[src/sv/gfv_pkg.sv]
`default_nettype none
package gfv_pkg;

  localparam int POS_BITS       = 27;
  localparam int CNT_OUT_BITS   = 16;
  localparam int COUNT_BITS_DEF = 16;

  localparam logic [POS_BITS-1:0] POS_MAX      = {POS_BITS{1'b1}};
  localparam logic [POS_BITS-1:0] HEADER_BYTES = POS_BITS'(16);
  localparam logic [POS_BITS-1:0] MIN_LENGTH   = POS_BITS'(20);
  localparam logic [POS_BITS-1:0] EDITION_POS  = POS_BITS'(7);
  localparam logic [POS_BITS-1:0] LEN_FIRST    = POS_BITS'(8);
  localparam logic [POS_BITS-1:0] MAGIC_BYTES  = POS_BITS'(4);
  localparam logic [7:0]          EDITION      = 8'd2;
  localparam logic [31:0]         END_MARK     = 32'h3737_3737;
  localparam logic [15:0]         MAX_MSG_RST  = 16'hFFFF;

  localparam logic [7:0] MAGIC [4] = '{8'h47, 8'h52, 8'h49, 8'h42};

  localparam logic [2:0] ST_OK         = 3'd0;
  localparam logic [2:0] ST_SHORT      = 3'd1;
  localparam logic [2:0] ST_NOT_GRIB2  = 3'd2;
  localparam logic [2:0] ST_BAD_LENGTH = 3'd3;
  localparam logic [2:0] ST_NO_END     = 3'd4;
  localparam logic [2:0] ST_TOO_MANY   = 3'd5;

  typedef struct packed {
    logic [7:0] data_byte;
    logic       payload_last;
  } in_item_t;

  typedef struct packed {
    logic                    message_end;
    logic                    payload_end;
    logic [2:0]              status;
    logic [CNT_OUT_BITS-1:0] msg_total;
    logic [POS_BITS-1:0]     message_length;
  } out_item_t;

  // per-message tracking state; the declared length keeps its low bits
  // plus a flag for any set bit above them
  typedef struct packed {
    logic [POS_BITS-1:0] pos;
    logic [POS_BITS-1:0] len_lo;
    logic                len_hi;
    logic                hdr_bad;
    logic [31:0]         tail;
    logic                discarding;
  } trk_state_t;

endpackage
`default_nettype wire

[src/sv/gfv_tracker.sv]
`default_nettype none
module gfv_tracker
  import gfv_pkg::*;
#(
  parameter int COUNT_BITS = COUNT_BITS_DEF
) (
  input  wire logic      clk,
  input  wire logic      rst_n,
  input  wire logic      acc,
  input  wire in_item_t  item,
  input  wire logic [15:0] msg_limit,
  output logic           res_valid,
  output out_item_t      res
);

  localparam int CMP_W = (COUNT_BITS > CNT_OUT_BITS) ? COUNT_BITS : CNT_OUT_BITS;

  trk_state_t            st_r, st_nxt;
  logic [COUNT_BITS-1:0] seen_r, seen_nxt;

  logic [POS_BITS:0]     np;
  logic [POS_BITS-1:0]   p;
  logic [7:0]            b;
  logic                  last;
  logic                  hb;
  logic [POS_BITS-1:0]   len_lo;
  logic                  len_hi;
  logic [31:0]           tail;
  logic                  too_many;
  logic                  fail;
  logic [2:0]            fail_st;
  logic                  close_ok;
  logic [CMP_W-1:0]      seen_ext;
  logic [CMP_W-1:0]      seen_inc_ext;

  always_comb begin
    p      = st_r.pos;
    b      = item.data_byte;
    last   = item.payload_last;
    np     = {1'b0, p} + (POS_BITS+1)'(1);
    hb     = st_r.hdr_bad;
    len_lo = st_r.len_lo;
    len_hi = st_r.len_hi;
    if (p < MAGIC_BYTES && b != MAGIC[p[1:0]]) hb = 1'b1;
    if (p == EDITION_POS && b != EDITION) hb = 1'b1;
    if (p >= LEN_FIRST && p < HEADER_BYTES) begin
      len_hi = len_hi | (|len_lo[POS_BITS-1:POS_BITS-8]);
      len_lo = {len_lo[POS_BITS-9:0], b};
    end
    tail = {st_r.tail[23:0], b};

    seen_ext     = CMP_W'(seen_r);
    seen_inc_ext = CMP_W'(seen_r + COUNT_BITS'(1));
    too_many     = (seen_ext >= CMP_W'(msg_limit)) || (&seen_r);

    fail     = 1'b0;
    fail_st  = ST_OK;
    close_ok = 1'b0;
    if (p == HEADER_BYTES - POS_BITS'(1) && hb) begin
      fail = 1'b1; fail_st = ST_NOT_GRIB2;
    end else if (p == HEADER_BYTES - POS_BITS'(1) && !len_hi && len_lo < MIN_LENGTH) begin
      fail = 1'b1; fail_st = ST_BAD_LENGTH;
    end else if (np >= {1'b0, MIN_LENGTH} && !len_hi && np == {1'b0, len_lo}) begin
      if (tail != END_MARK) begin
        fail = 1'b1; fail_st = ST_NO_END;
      end else if (too_many) begin
        fail = 1'b1; fail_st = ST_TOO_MANY;
      end else begin
        close_ok = 1'b1;
      end
    end else if (last) begin
      fail    = 1'b1;
      fail_st = (np < {1'b0, HEADER_BYTES}) ? ST_SHORT : ST_BAD_LENGTH;
    end

    st_nxt         = st_r;
    seen_nxt       = seen_r;
    res_valid      = 1'b0;
    res            = '0;
    res.payload_end = last;

    if (st_r.discarding) begin
      // dropping until the payload closes, no result
      if (last) begin
        st_nxt   = '0;
        seen_nxt = '0;
      end
    end else begin
      st_nxt.pos     = np[POS_BITS] ? POS_MAX : np[POS_BITS-1:0];
      st_nxt.len_lo  = len_lo;
      st_nxt.len_hi  = len_hi;
      st_nxt.hdr_bad = hb;
      st_nxt.tail    = tail;
      if (fail) begin
        res_valid         = 1'b1;
        res.status        = fail_st;
        res.msg_total     = seen_ext[CNT_OUT_BITS-1:0];
        st_nxt            = '0;
        st_nxt.discarding = !last;
        if (last) seen_nxt = '0;
      end else if (close_ok) begin
        res_valid          = 1'b1;
        res.message_end    = 1'b1;
        res.status         = ST_OK;
        res.msg_total      = seen_inc_ext[CNT_OUT_BITS-1:0];
        res.message_length = len_lo;
        st_nxt             = '0;
        seen_nxt           = last ? '0 : seen_r + COUNT_BITS'(1);
      end
    end
  end

  always_ff @(posedge clk) begin
    if (!rst_n) begin
      st_r   <= '0;
      seen_r <= '0;
    end else if (acc) begin
      st_r   <= st_nxt;
      seen_r <= seen_nxt;
    end
  end

  // after an error the message state is cleared and stays so while dropping
  a_discard_clear: assert property (@(posedge clk) disable iff (!rst_n)
    st_r.discarding |-> (st_r.pos == '0 && !st_r.hdr_bad))
    else $error("message state not clear while dropping");

  // a header mismatch is reported by the 16th byte at the latest
  a_hdr_window: assert property (@(posedge clk) disable iff (!rst_n)
    st_r.hdr_bad |-> (st_r.pos != '0 && st_r.pos < HEADER_BYTES))
    else $error("header error held past the header");

  a_close_len: assert property (@(posedge clk) disable iff (!rst_n)
    (acc && res_valid && res.message_end) |->
      (res.status == ST_OK && res.message_length >= MIN_LENGTH))
    else $error("closed message with bad status or length");

  a_err_len: assert property (@(posedge clk) disable iff (!rst_n)
    (acc && res_valid && !res.message_end) |->
      (res.message_length == '0 && res.status != ST_OK))
    else $error("error result carries a length");

endmodule
`default_nettype wire

[src/sv/gfv_out_stage.sv]
`default_nettype none
module gfv_out_stage
  import gfv_pkg::*;
(
  input  wire logic      clk,
  input  wire logic      rst_n,
  input  wire logic      load,
  input  wire out_item_t res,
  output logic           space,
  output logic           out_valid,
  input  wire logic      out_ready,
  output out_item_t      out_data
);

  logic      out_valid_r;
  out_item_t out_data_r;

  // free when empty or when the held result leaves this cycle
  assign space     = !out_valid_r || out_ready;
  assign out_valid = out_valid_r;
  assign out_data  = out_data_r;

  always_ff @(posedge clk) begin
    if (!rst_n) begin
      out_valid_r <= 1'b0;
    end else if (load) begin
      out_valid_r <= 1'b1;
    end else if (out_ready) begin
      out_valid_r <= 1'b0;
    end
  end

  always_ff @(posedge clk) begin
    if (load) begin
      out_data_r <= res;
    end
  end

  a_no_overwrite: assert property (@(posedge clk) disable iff (!rst_n)
    load |-> (!out_valid_r || out_ready))
    else $error("result register overwritten before transfer");

endmodule
`default_nettype wire

[src/sv/grib2_frame_validator_core.sv]
// output: a result is in the output register in the cycle after its byte's transfer
// throughput: one byte per cycle; the per-byte state update in the tracker sets it,
//   and the single output register stalls input only while a result waits
// reset: synchronous, active low; clears all message and payload state, empties
//   the output register and sets the message limit to 65535
`default_nettype none
module grib2_frame_validator_core
  import gfv_pkg::*;
#(
  parameter int COUNT_BITS = COUNT_BITS_DEF
) (
  input  wire logic        clk,
  input  wire logic        rst_n,
  input  wire logic        in_valid,
  output logic             in_ready,
  input  wire in_item_t    in_data,
  output logic             out_valid,
  input  wire logic        out_ready,
  output out_item_t        out_data,
  input  wire logic        cfg_valid,
  output logic             cfg_ready,
  input  wire logic [15:0] cfg_data
);

  logic        cfg_wr;
  logic [15:0] max_msg_r;
  logic        acc;
  logic        res_valid;
  out_item_t   res;
  logic        space;

  assign cfg_ready = 1'b1;
  assign cfg_wr    = cfg_valid && cfg_ready;

  always_ff @(posedge clk) begin
    if (!rst_n) begin
      max_msg_r <= MAX_MSG_RST;
    end else if (cfg_wr) begin
      max_msg_r <= cfg_data;
    end
  end

  assign in_ready = space;
  assign acc      = in_valid && in_ready;

  gfv_tracker #(
    .COUNT_BITS(COUNT_BITS)
  ) u_tracker (
    .clk         (clk),
    .rst_n       (rst_n),
    .acc         (acc),
    .item        (in_data),
    .msg_limit   (max_msg_r),
    .res_valid   (res_valid),
    .res         (res)
  );

  gfv_out_stage u_out (
    .clk      (clk),
    .rst_n    (rst_n),
    .load     (acc && res_valid),
    .res      (res),
    .space    (space),
    .out_valid(out_valid),
    .out_ready(out_ready),
    .out_data (out_data)
  );

endmodule
`default_nettype wire

[config.mk]
export PLATFORM = sky130hd
export DESIGN_NAME = grib2_frame_validator_core
export DESIGN_NICKNAME = d
export VERILOG_FILES = /design/src/sv/gfv_pkg.sv /design/src/sv/gfv_tracker.sv /design/src/sv/gfv_out_stage.sv /design/src/sv/grib2_frame_validator_core.sv
export SDC_FILE = /design/constraint.sdc
export NUM_CORES = 1
export LEC_CHECK = 0
export ABC_CLOCK_PERIOD_IN_PS = 6700
export BUFFER_PORTS_ARGS = -buffer_cell sky130_fd_sc_hd__buf_2
export CORE_MARGIN = 2
export CORE_UTILIZATION = 40
export CTS_CLUSTER_SIZE = 28
export DETAILED_ROUTE_END_ITERATION = 10
export GPL_ROUTABILITY_DRIVEN = 0
export PLACE_DENSITY = 0.62
export SETUP_SLACK_MARGIN = 0.3
export SYNTH_ARGS = -nofsm -noshare
export SYNTH_HDL_FRONTEND = slang
export SYNTH_SLANG_ARGS = --single-unit
[constraint.sdc]
create_clock -name clk -period 6.7 [get_ports clk]
set_input_delay 1.34 -clock clk [delete_from_list [all_inputs] [get_ports clk]]
set_output_delay 1.34 -clock clk [all_outputs]
set_load 0.1 [all_outputs]
* After elaboration in Yosys (flattened, before gate mapping)
Cells that the tools add are included.
** Cells by class
- Eq/ne operators :: 7
- Reductions and logical operators :: 23
- Div/mod/pow operators :: 0
- Multipliers :: 0
- Shift-type cells :: 0
- Bitwise gates (word level) :: 3
- $lt $le $gt $ge :: 8
- Multiplexer cells :: 42
- $add $sub $neg :: 2
** Operators by type and width (number)
- $mux W89 :: 4
- $mux W16 :: 5
- $lt A27 B5 Y1 const B :: 2
- $mux W27 :: 2
- $mux W43 :: 1
- $ne A32 B30 Y1 const B :: 1
- $add A27 B1 Y28 const B :: 1
- $eq A28 B27 Y1 :: 1
- $ge A28 B5 Y1 const B :: 1
- $lt A28 B5 Y1 const B :: 1
- $eq A27 B3 Y1 const B :: 1
- $eq A27 B4 Y1 const B :: 1
- $ge A27 B4 Y1 const B :: 1
- $lt A27 B3 Y1 const B :: 1
- $mux W1 :: 19
- $mux W19 :: 1
- $mux W3 :: 6
- $add A16 B1 Y16 const B :: 1
- $bmux W8 S2 :: 1
- $ge A16 B16 Y1 :: 1
- $mux W8 :: 2
- $reduce_and A16 Y1 :: 1
- $logic_and A1 B1 Y1 :: 10
- $ne A8 B2 Y1 const B :: 1
- other kinds (15) :: 19
** Storage, ports and cells
- Output and inout bits :: 51
- Memories :: 0
- Register bits :: 162
- Bits in latches :: 0
- Memory bits (read-only) :: 0
- Logic and storage cells :: 99
- RAM bits :: 0

* Longest topological paths before layout
Gate-level depths: netlist of the first run.
- Word-level depth :: 15
- Gate-level depth with buffers :: 16

* Cells and area by module
A second synthesis of the first run with hierarchy kept.
** Second synthesis, totals
- Cell total of the unflattened synthesis :: 1029
- Area, all modules :: 9196.3 µm²
** By module, submodules not included
- gfv_tracker :: seq. area each 1941.9 µm², cells each 921, instances 1, area each 7101.8 µm²
- gfv_out_stage :: seq. area each 1461.4 µm², cells each 52, instances 1, area each 1490.2 µm²
- grib2_frame_validator_core :: seq. area each 320.3 µm², cells each 56, instances 1, area each 604.3 µm²

* Worst setup path before layout of the first run
OpenSTA, ideal clock, no wires.
- Kind :: input-to-reg
- Start :: in in_data[3] (netlist bit)
- End :: reg u_out.out_data_r (netlist bit u_out.out_data[0]) (enable)
- Setup time :: 454 ps
- Data arrival time :: 5366 ps
- Slack :: 881 ps
- Cell stages on the path :: 12
- Required time :: 6246 ps
- Cell sequence :: clkbuf_1 -> o21ai_0 -> nand3_1 -> a21o_1 -> a2111oi_0 -> a31oi_1 -> nand2b_1 -> a21oi_1 -> clkbuf_1 -> or2_2 -> clkbuf_1 -> nor2_1
** On the way
- Cells in the longest elaborated chain, start to end :: 10
** Ends and longest elaborated chain
- from (decl) :: RTL line grib2_frame_validator_core.sv:16 : input wire in_item_t in_data,
- branches (longest 7 deep; another with $lt A27 B5 Y1)
- $mux W1 (*) :: RTL line gfv_tracker.sv:94 : if (fail) begin
- $mux W1 (*) :: RTL line gfv_tracker.sv:82 : if (st_r.discarding) begin
- $logic_and A1 B1 Y1 (*) :: RTL line grib2_frame_validator_core.sv:61 : .load (acc && res_valid),
- named net u_out.load :: RTL line gfv_out_stage.sv:7 : input wire logic load,
- to (signal assigned) :: RTL line gfv_out_stage.sv:35 : out_data_r <= res;
- to (decl) :: RTL line gfv_out_stage.sv:16 : out_item_t out_data_r;
Mark *: on every way through the listed nets, which the timed path passes.
A chain may end at the register's enable or synchronous reset.

* Worst setup path after layout of the first run
- Start :: reg u_tracker.st_r (netlist bit u_tracker.p[3])
- End :: reg u_out.out_data_r (netlist bit u_out.out_data[20]) (enable)
** On the way
- Cells in the longest elaborated chain, start to end :: 13
** Ends and longest elaborated chain
- from (decl) :: RTL line gfv_tracker.sv:18 : trk_state_t st_r, st_nxt;
- from (signal assigned) :: RTL line gfv_tracker.sv:118 : st_r <= st_nxt;
- branches (longest 10 deep; another with $add A27 B1 Y28)
- $mux W1 (*) :: RTL line gfv_tracker.sv:94
- $mux W1 (*) :: RTL line gfv_tracker.sv:82
- $logic_and A1 B1 Y1 (*) :: RTL line grib2_frame_validator_core.sv:61
- named net u_out.load :: RTL line gfv_out_stage.sv:7
Marked as above.

==> results.md, run 1 <==
- Result of the run: complete, no violations
- Root buffer selected by CTS: sky130_fd_sc_hd__clkbuf_16
- R2R cell count: 11
- Clock tree from TritonCTS: built
- Data required time at the worst endpoint: 6.83 ns
- Ys async rst share: 0%
- Pre-CTS WS: 1.58 ns
- Ys Warns: 0
- Most used cells in the layout excluding fill and tap cells: sky130_fd_sc_hd__a21oi_1, sky130_fd_sc_hd__dfxtp_1, sky130_fd_sc_hd__nand2_1
- Clock transition time at the flip-flop clock pins of the worst setup and hold paths: 0.07 ns
- Post-cts sizing count: 0
- Number of global-route vias before repair: 7475
- Worst hold endpoint: u_tracker.st_r[23]
- Cell Chain, Critical Path: nand4_1 -> nor4_2 -> nand4_1 -> xor2_1 -> xnor2_1 -> o2111ai_1 -> nor4_4 -> a21oi_1 -> or2_2 -> nor2_4 -> buf_12
- HPWL Detailed: 19.1 mm
- Post-synthesis cell area: 9320 sq um
- Reg2reg start: u_tracker.p[3]
- Final routed DRC violation total: 0
- Clk Latency, worst-skew pair: 0.43 ns
- Final critical delay including setup and external delays: roughly 5.2 ns
- Final setup skew: around 0.0099 ns
- Setup fix buffers added after clock tree synthesis: 0
- Global-route wire length before repair: 42.4 mm
- Core area: 22800 sq um
- Vias post-DR: 8412
- RSZ-0062 raised after global routing: false
- Number of distinct standard cells referenced by the synthesized netlist: 79
- Post-Route Setup TNS: 0 ns
- Area Growth Syn to Fin: 12.2%
- Cts bufs inserted: 17
- Share of the cycle needed by the critical path after routing: 77.4%
- VDD IR-drop max: 0.154 mV
- Die width: 157 microns
- Most instantiated flip-flop cell in the synthesis netlist: sky130_fd_sc_hd__dfxtp_1
- Crit path from: u_tracker.p[3]
- Antenna viol nets, final: 0
- Bufs on Longest Clock Path: 2
- Total grt overflow: 0
- Number of nets in the layout: 1151
- Type of element launching the critical path: register
- Clk sink count: 162
- Path class of the lowest-slack min-delay path: register to register
- #FFs+latches synth: 162
- Top Family by Delay on Critical Path: simple AND/OR/NAND/NOR gates
- Hold bufs inserted after CTS: 0
- Actual slew at the worst max-slew pin: 0.973 ns
- Endpoints failing setup: 0
- Source of the worst hold timing path: u_tracker.st_r[23]
- Longest individual stage delay on the worst path: 0.85 ns
- Critical path data arrival time: 5.31 ns
- Average routed wire per standard cell: about 19 microns
- Final Max Slew Viols: 0
- Power per cell area: 219 nW/um^2
- Total GRT Usage: approximately 22%
- WP buf/inv: 1
- Count of port buffers added during placement: 79
- Worst slew slack as a fraction of its limit: 34.9%
- Maximum number of pins on one net before global-route repair: 44
- Largest fanout on the critical path: 31
- Starting density of the core: roughly two fifths
- Worst Setup Path Type: register to register
- Number of cells on the worst hold path: 2
- Number of diodes: 0
- Minimum setup slack among reg-to-reg paths: 1.52 ns
- Final worst setup slack: 1.52 ns
- Die Ht: 157 microns
- Slowest CP cell: sky130_fd_sc_hd__dfxtp_1
- Crit path top cell by count: sky130_fd_sc_hd__nand4_1
- Boundary Pins: 81
- Number of antenna violations at the first check in global routing: 0
- Critical R2R Capture: u_out.out_data[20]
- Number of design-rule violations left by the first detailed-router iteration: 900
- Sequential element share of the synthesized area: 39.9%
- Maximum level of the CTS H-tree: 4
- Post-synthesis cell count: 1070
- Die outline area: approximately 25000 sq um
- Peak Freq: 193 MHz
- Share of final-layout standard cells stronger than drive strength 1: 15.4%
- Vias per std cell: just under 6
- Total number of placement rows: 55
- Total chip power: 2.29 mW
- Number of search-and-repair iterations in the first detailed-routing pass: 8
- Mapped Nets: 1121
- Capturing element type of the critical path: register
- Number of failing hold endpoints at the final stage: 0
- Post-synthesis average cell area: approximately 8.7 sq um
- Fill cells: approximately 2200
- Aggregate routed wire length: 27.0 mm
- Leakage dissipation: 3.92 nW
- Max_cap viols: 0
- Commonest non-fill, non-tap cell in the layout: sky130_fd_sc_hd__a21oi_1
- Count of flip-flops with a built-in enable after synthesis: 48
report_power, final:
part           internal (mW)  leakage [nW]  total [mW]  switching, mW
clock network          0.578         0.292        1.00          0.427
logic                 0.0473          2.26       0.242          0.195
registers               1.03          1.37        1.04         0.0108
total                   1.66          3.92        2.29          0.632
logic make-up (layout without fill, tap and decap cells):
family	Yosys count	in the layout	synth area share, %
buffers and inverters	119	162	5.86
other	1	1	0.0402
DFF	162	162	39.9
muxes	24	24	2.59
and+or+nand+nor	396	396	23.7
xor gates and xnor gates	56	56	5.26
adders and majority gates	21	21	2.82
AOI/OAI and AO/OA	291	291	19.8
Yosys cell counts, types with 4 or more instances:
| library cell | n | area [sq um] |
|---|---|---|
| sky130_fd_sc_hd__a21o_1 | 5 | 37.5 |
| sky130_fd_sc_hd__buf_4 | 8 | 60.1 |
| sky130_fd_sc_hd__o221a_2 | 5 | 56.3 |
| sky130_fd_sc_hd__inv_1 | 34 | 128 |
| sky130_fd_sc_hd__nor4_2 | 9 | 113 |
| sky130_fd_sc_hd__nand4b_1 | 4 | 35.0 |
| sky130_fd_sc_hd__nor3_1 | 17 | 85.1 |
| sky130_fd_sc_hd__xnor2_1 | 36 | 315 |
| sky130_fd_sc_hd__o21a_1 | 7 | 52.6 |
| sky130_fd_sc_hd__o21ai_0 | 44 | 220 |
| sky130_fd_sc_hd__nand3b_1 | 7 | 52.6 |
| sky130_fd_sc_hd__mux2i_1 | 23 | 230 |
| sky130_fd_sc_hd__buf_2 | 22 | 110 |
| sky130_fd_sc_hd__edfxtp_1 | 48 | 1440 |
| sky130_fd_sc_hd__o31ai_1 | 4 | 30.0 |
| sky130_fd_sc_hd__nor2_1 | 65 | 244 |
| sky130_fd_sc_hd__a31oi_1 | 10 | 62.6 |
| sky130_fd_sc_hd__ha_1 | 21 | 263 |
| sky130_fd_sc_hd__a21oi_1 | 116 | 581 |
| sky130_fd_sc_hd__dfxtp_1 | 114 | 2280 |
| sky130_fd_sc_hd__nand4_1 | 31 | 194 |
| sky130_fd_sc_hd__and2_1 | 5 | 31.3 |
| sky130_fd_sc_hd__a211oi_1 | 6 | 45.0 |
| sky130_fd_sc_hd__nand2_1 | 92 | 345 |
| sky130_fd_sc_hd__nand2b_1 | 18 | 113 |
| sky130_fd_sc_hd__nor4_1 | 14 | 87.6 |
| sky130_fd_sc_hd__a311oi_1 | 10 | 87.6 |
| sky130_fd_sc_hd__nor2b_1 | 4 | 25.0 |
| sky130_fd_sc_hd__a22o_1 | 27 | 236 |
| sky130_fd_sc_hd__o21ai_1 | 5 | 25.0 |
| sky130_fd_sc_hd__or3_1 | 4 | 25.0 |
| sky130_fd_sc_hd__or4_1 | 4 | 30.0 |
| sky130_fd_sc_hd__and3_1 | 20 | 125 |
| sky130_fd_sc_hd__nand3_1 | 66 | 330 |
| sky130_fd_sc_hd__or2_2 | 6 | 37.5 |
| sky130_fd_sc_hd__o211ai_1 | 28 | 210 |
| sky130_fd_sc_hd__clkbuf_1 | 46 | 173 |
| sky130_fd_sc_hd__buf_6 | 4 | 45.0 |
| sky130_fd_sc_hd__xor2_1 | 20 | 175 |
area by class of cell:
class | instances | area, sq um | area share [%]
Clock buffer | 19 | 454 | 4.34
Clock inverter | 13 | 145 | 1.39
Inverter | 36 | 135 | 1.29
Multi-Input combinational cell | 789 | 5090 | 48.7
Sequential cell | 162 | 3720 | 35.6
Tap cell | 313 | 392 | 3.74
Timing Repair Buffer | 94 | 520 | 4.98
sequential cells by signal (all words and copies together) (netlist names):
signal              cells
u_tracker.p            27
u_tracker.st_r         54
u_tracker.seen_ext     16
max_msg_r              16
u_out.out_data         48
u_out.out_valid         1
routing by layer:
layer | routed length, microns | track usage, %
met1 | 12800 | 32.6
met2 | 11700 | 33.4
met3 | 2090 | 3.05
met4 | 400 | 6.07
met5 | 0 | 0
through the flow:
step           hold slack (ns)  utilization (%)  std cells  area, sq um
2_1_floorplan            0.427                -       1070         9320
3_3_place_gp             0.437             43.3       1394         9860
3_5_place_dp             0.442             43.3       1394         9860
4_1_cts                  0.452             45.9       1426        10500
5_1_grt                  0.472             45.9       1426        10500
6_report                 0.449             45.9       1426        10500
worst max path at each step:
stage / endpoint / slack [ns] / cells past startpoint
floorplan: u_out.out_data[0] / 0.88 / 12
global placement: u_out.out_data[15] / 1.68 / 12
detailed placement: u_out.out_data[14] / 1.58 / 12
CTS: u_out.out_data[20] / 1.56 / 12
global route: u_tracker.st_r[53] / 1.19 / 14
finish: u_out.out_data[20] / 1.52 / 11
tightest hold or removal path: cells and delay by family, from the launching register on:
family	cells	cell delay, ns
DFF	1	0.31
and+or+nand+nor	1	0.05
AOI/OAI and AO/OA	1	0.05
Note: power is estimated with default switching activity, not from simulation.
==> inputs of run 2 (changes only) <==
Settings changed: ABC_CLOCK_PERIOD_IN_PS 6700 to 4400, PLACE_DENSITY 0.62 to 0.64.
Clock period 6.7 ns to 4.4 ns, I/O delays scaled along.
==> run 2 against run 1 <==
Compared with the run above:
- highest routed layer unchanged
- count of clock-buffer cells in the layout is 4 higher
- critical path depth is 2 higher
- power is 52% higher
- first-iteration DRC count is 6.9% higher
- flip-flop and latch count stayed put
- via count is 4.1% higher
- sequential power is 52% higher
- clock power is 52% higher
- clock skew is 0.010 ns higher
- combinational power is 58% higher
==> results.md, run 2 (synthesis gave the netlist of run 1 again) <==
- Antenna viol nets, final: 0 (unchanged)
- HPWL Detailed: 20.0 mm (+5.2%)
- Number of antenna violations at the first check in global routing: 1 (+1)
- Maximum level of the CTS H-tree: 4 (unchanged)
- Instance count after placement with tap cells included: 1436 (+3.0%)
- Final critical delay including setup and external delays: 3.99 ns (-1.20 ns)
- Critical path data arrival time: 4.23 ns (-1.08 ns)
- Number of nets in the layout: 1199 (+4.2%)
- Number of global-route vias before repair: 7973 (+6.7%)
- Core area: 22800 sq um (unchanged)
- Clk sink count: 162 (unchanged)
- Final routed DRC violation total: 0 (unchanged)
- Power per cell area: 317 nW/um^2 (+45%)
- Die width: 157 microns (unchanged)
- Number of search-and-repair iterations in the first detailed-routing pass: 8 (unchanged)
- Share of total power in combinational logic: 11.0% (+0.4 points)
- Design internal power: 2.53 mW (+53%)
- Worst-case hold slack: 0.456 ns (+0.00667 ns)
- Total GRT Usage: 23.0% (+0.99 points)
- Root buffer selected by CTS: sky130_fd_sc_hd__clkbuf_16
- Final worst setup slack: 0.415 ns (-1.10 ns)
- Switching power share of the total: 27.4% (-0.23 points)
- Capturing element type of the critical path: register
- Starting density of the core: 40.9% (unchanged)
- Seq pwr share: 45.4% (about the same)
- Largest fanout on the critical path: 29 (-6.5%)
- Max_cap viols: 0 (unchanged)
- Share of the cycle needed by the critical path after routing: 90.6% (+13 points)
- Post-Route Setup TNS: 0 ns (unchanged)
- Endpoints failing setup: 0 (unchanged)
- Number of failing hold endpoints at the final stage: 0 (unchanged)
- Non-filler instance count after layout: 1475 (+3.4%)
- Number of design-rule violations left by the first detailed-router iteration: 962 (+6.9%)
- Actual slew at the worst max-slew pin: 1.05 ns (+0.0811 ns)
- Vias per std cell: 5.94 (+0.69%)
- Bufs on Longest Clock Path: 2 (unchanged)
- Worst slew slack as a fraction of its limit: 29.5% (-5.4 points)
- Cts bufs inserted: 17 (unchanged)
- Aggregate routed wire length: 28.2 mm (+4.5%)
- Source of the worst hold timing path: u_tracker.st_r[19]
- Pre-CTS WS: 0.315 ns (-1.26 ns)
- Leakage dissipation: 4.24 nW (+8.2%)
- VDD IR-drop max: 0.226 mV (+46%)
- Power share of the clock group: 43.6% (-0.3 points)
- Register with the most flip-flops: u_tracker.st_r
- RSZ-0062 raised after global routing: false
- Hold bufs inserted after CTS: 0 (unchanged)
- Vias post-DR: 8761 (+4.1%)
- Worst Setup Path Type: register to register
- Clock tree from TritonCTS: built
- Path class of the lowest-slack min-delay path: register to register
- Final setup skew: 0.0203 ns (+0.0104 ns)
- Maximum number of pins on one net before global-route repair: 49 (+11%)
- Type of element launching the critical path: register
- Count of port buffers added during placement: 79 (unchanged)
- Total number of placement rows: 55 (unchanged)
- Boundary Pins: 81 (unchanged)
- Area Growth Syn to Fin: 18.2%
- Reg2reg start: u_tracker.p[22]
- Area of all placed cells without fillers: 11000 sq um (+5.3%)
- Area of placed instances: 10200 sq um (+3.9%)
- Commonest non-fill, non-tap cell in the layout: sky130_fd_sc_hd__a21oi_1
- Total grt overflow: 0 (unchanged)
- Data required time at the worst endpoint: 4.65 ns (-2.18 ns)
- Total chip power: 3.49 mW (+52%)
- Die outline area: 24500 sq um (unchanged)
- Clock transition time at the flip-flop clock pins of the worst setup and hold paths: 0.06 ns (about the same)
- Die Ht: 157 microns (unchanged)
- Average routed wire per standard cell: 19.1 microns (+1.1%)
- Result of the run: complete, no violations
- Most used cells in the layout excluding fill and tap cells: sky130_fd_sc_hd__a21oi_1, sky130_fd_sc_hd__dfxtp_1, sky130_fd_sc_hd__nand2_1
- Power spent charging and discharging nets: 0.956 mW (+51%)
- Core utilization of the finished layout: 48.4% (+2.4 points)
- Final Max Slew Viols: 0 (unchanged)
- Clk Latency, worst-skew pair: 0.45 ns (+0.02 ns)
- Largest register FFs: 54 (unchanged)
- Global-route wire length before repair: 44.0 mm (+3.8%)
- Share of final-layout standard cells stronger than drive strength 1: 20.8% (+5.4 points)
- Peak Freq: 251 MHz (+30%)
- Crit path from: u_tracker.p[22]
run 2: cell types whose count changed in the layout (fill, tap and decap cells not counted), sizes merged:
cell and change:
buf +48, bufinv -1, clkbuf +4, clkinvlp -2, diode +1, inv -1
run 2: worst max-delay path, cell delays in order (launching register included):
cell                      delay, ns
sky130_fd_sc_hd__dfxtp_1       0.40
sky130_fd_sc_hd__nor4_4        0.31
sky130_fd_sc_hd__nand4_1       0.14
sky130_fd_sc_hd__buf_4         0.18
sky130_fd_sc_hd__buf_4         0.15
sky130_fd_sc_hd__nor3_4        0.31
sky130_fd_sc_hd__mux2i_2       0.34
sky130_fd_sc_hd__xor2_1        0.24
sky130_fd_sc_hd__nand4_1       0.12
sky130_fd_sc_hd__or4_4         0.60
sky130_fd_sc_hd__nor4b_4       0.34
sky130_fd_sc_hd__nand2_1       0.12
sky130_fd_sc_hd__buf_4         0.26
sky130_fd_sc_hd__a21oi_1       0.28
run 2: power by group through the flow:
stage / clock, mW / sequential (mW) / combinational (mW)
2_1_floorplan: 0 / 1.75 / 0.146
3_3_place_gp: 0 / 1.62 / 0.375
3_5_place_dp: 0 / 1.62 / 0.378
4_1_cts: 1.54 / 1.58 / 0.379
5_1_grt: 1.60 / 1.59 / 0.406
6_report: 1.52 / 1.58 / 0.382
run 2: path summary, 6_finish.rpt:
kind                                           end  slack (ns)  cells after the start
worst min register to register  u_tracker.st_r[19]        0.46                      2
worst max-delay path             u_out.out_data[6]        0.41                     13
worst max register to register   u_out.out_data[6]        0.41                     13
worst min-delay path            u_tracker.st_r[19]        0.46                      2
run 2: area by class of cell:
type                       count  area, sq um
inverter                      36          135
sequential                   162         3730
clock buffer                  23          510
fill                        2165        11800
antenna                        1         2.50
timing repair buffer         142          908
multi-input combinational    789         5250
clock inverter                 9         88.8
tap                          313          392
run 2: timing repair:
item | in CTS | in global routing
endpoints found under the setup margin | 2 | 156
resized for setup | 1 | 28
buffers inserted | 1 | 5
pin swaps | 1 | 8
gates cloned | 0 | 0
run 2: layer usage:
metal / track usage, % / up-vias / share of wire [%]
met5: 0 / - / 0
li1: - / 4102 / -
met1: 33.6 / 4163 / 45
met3: 4.02 / 70 / 8.3
met4: 8.43 / 0 / 2.6
met2: 33.9 / 426 / 44
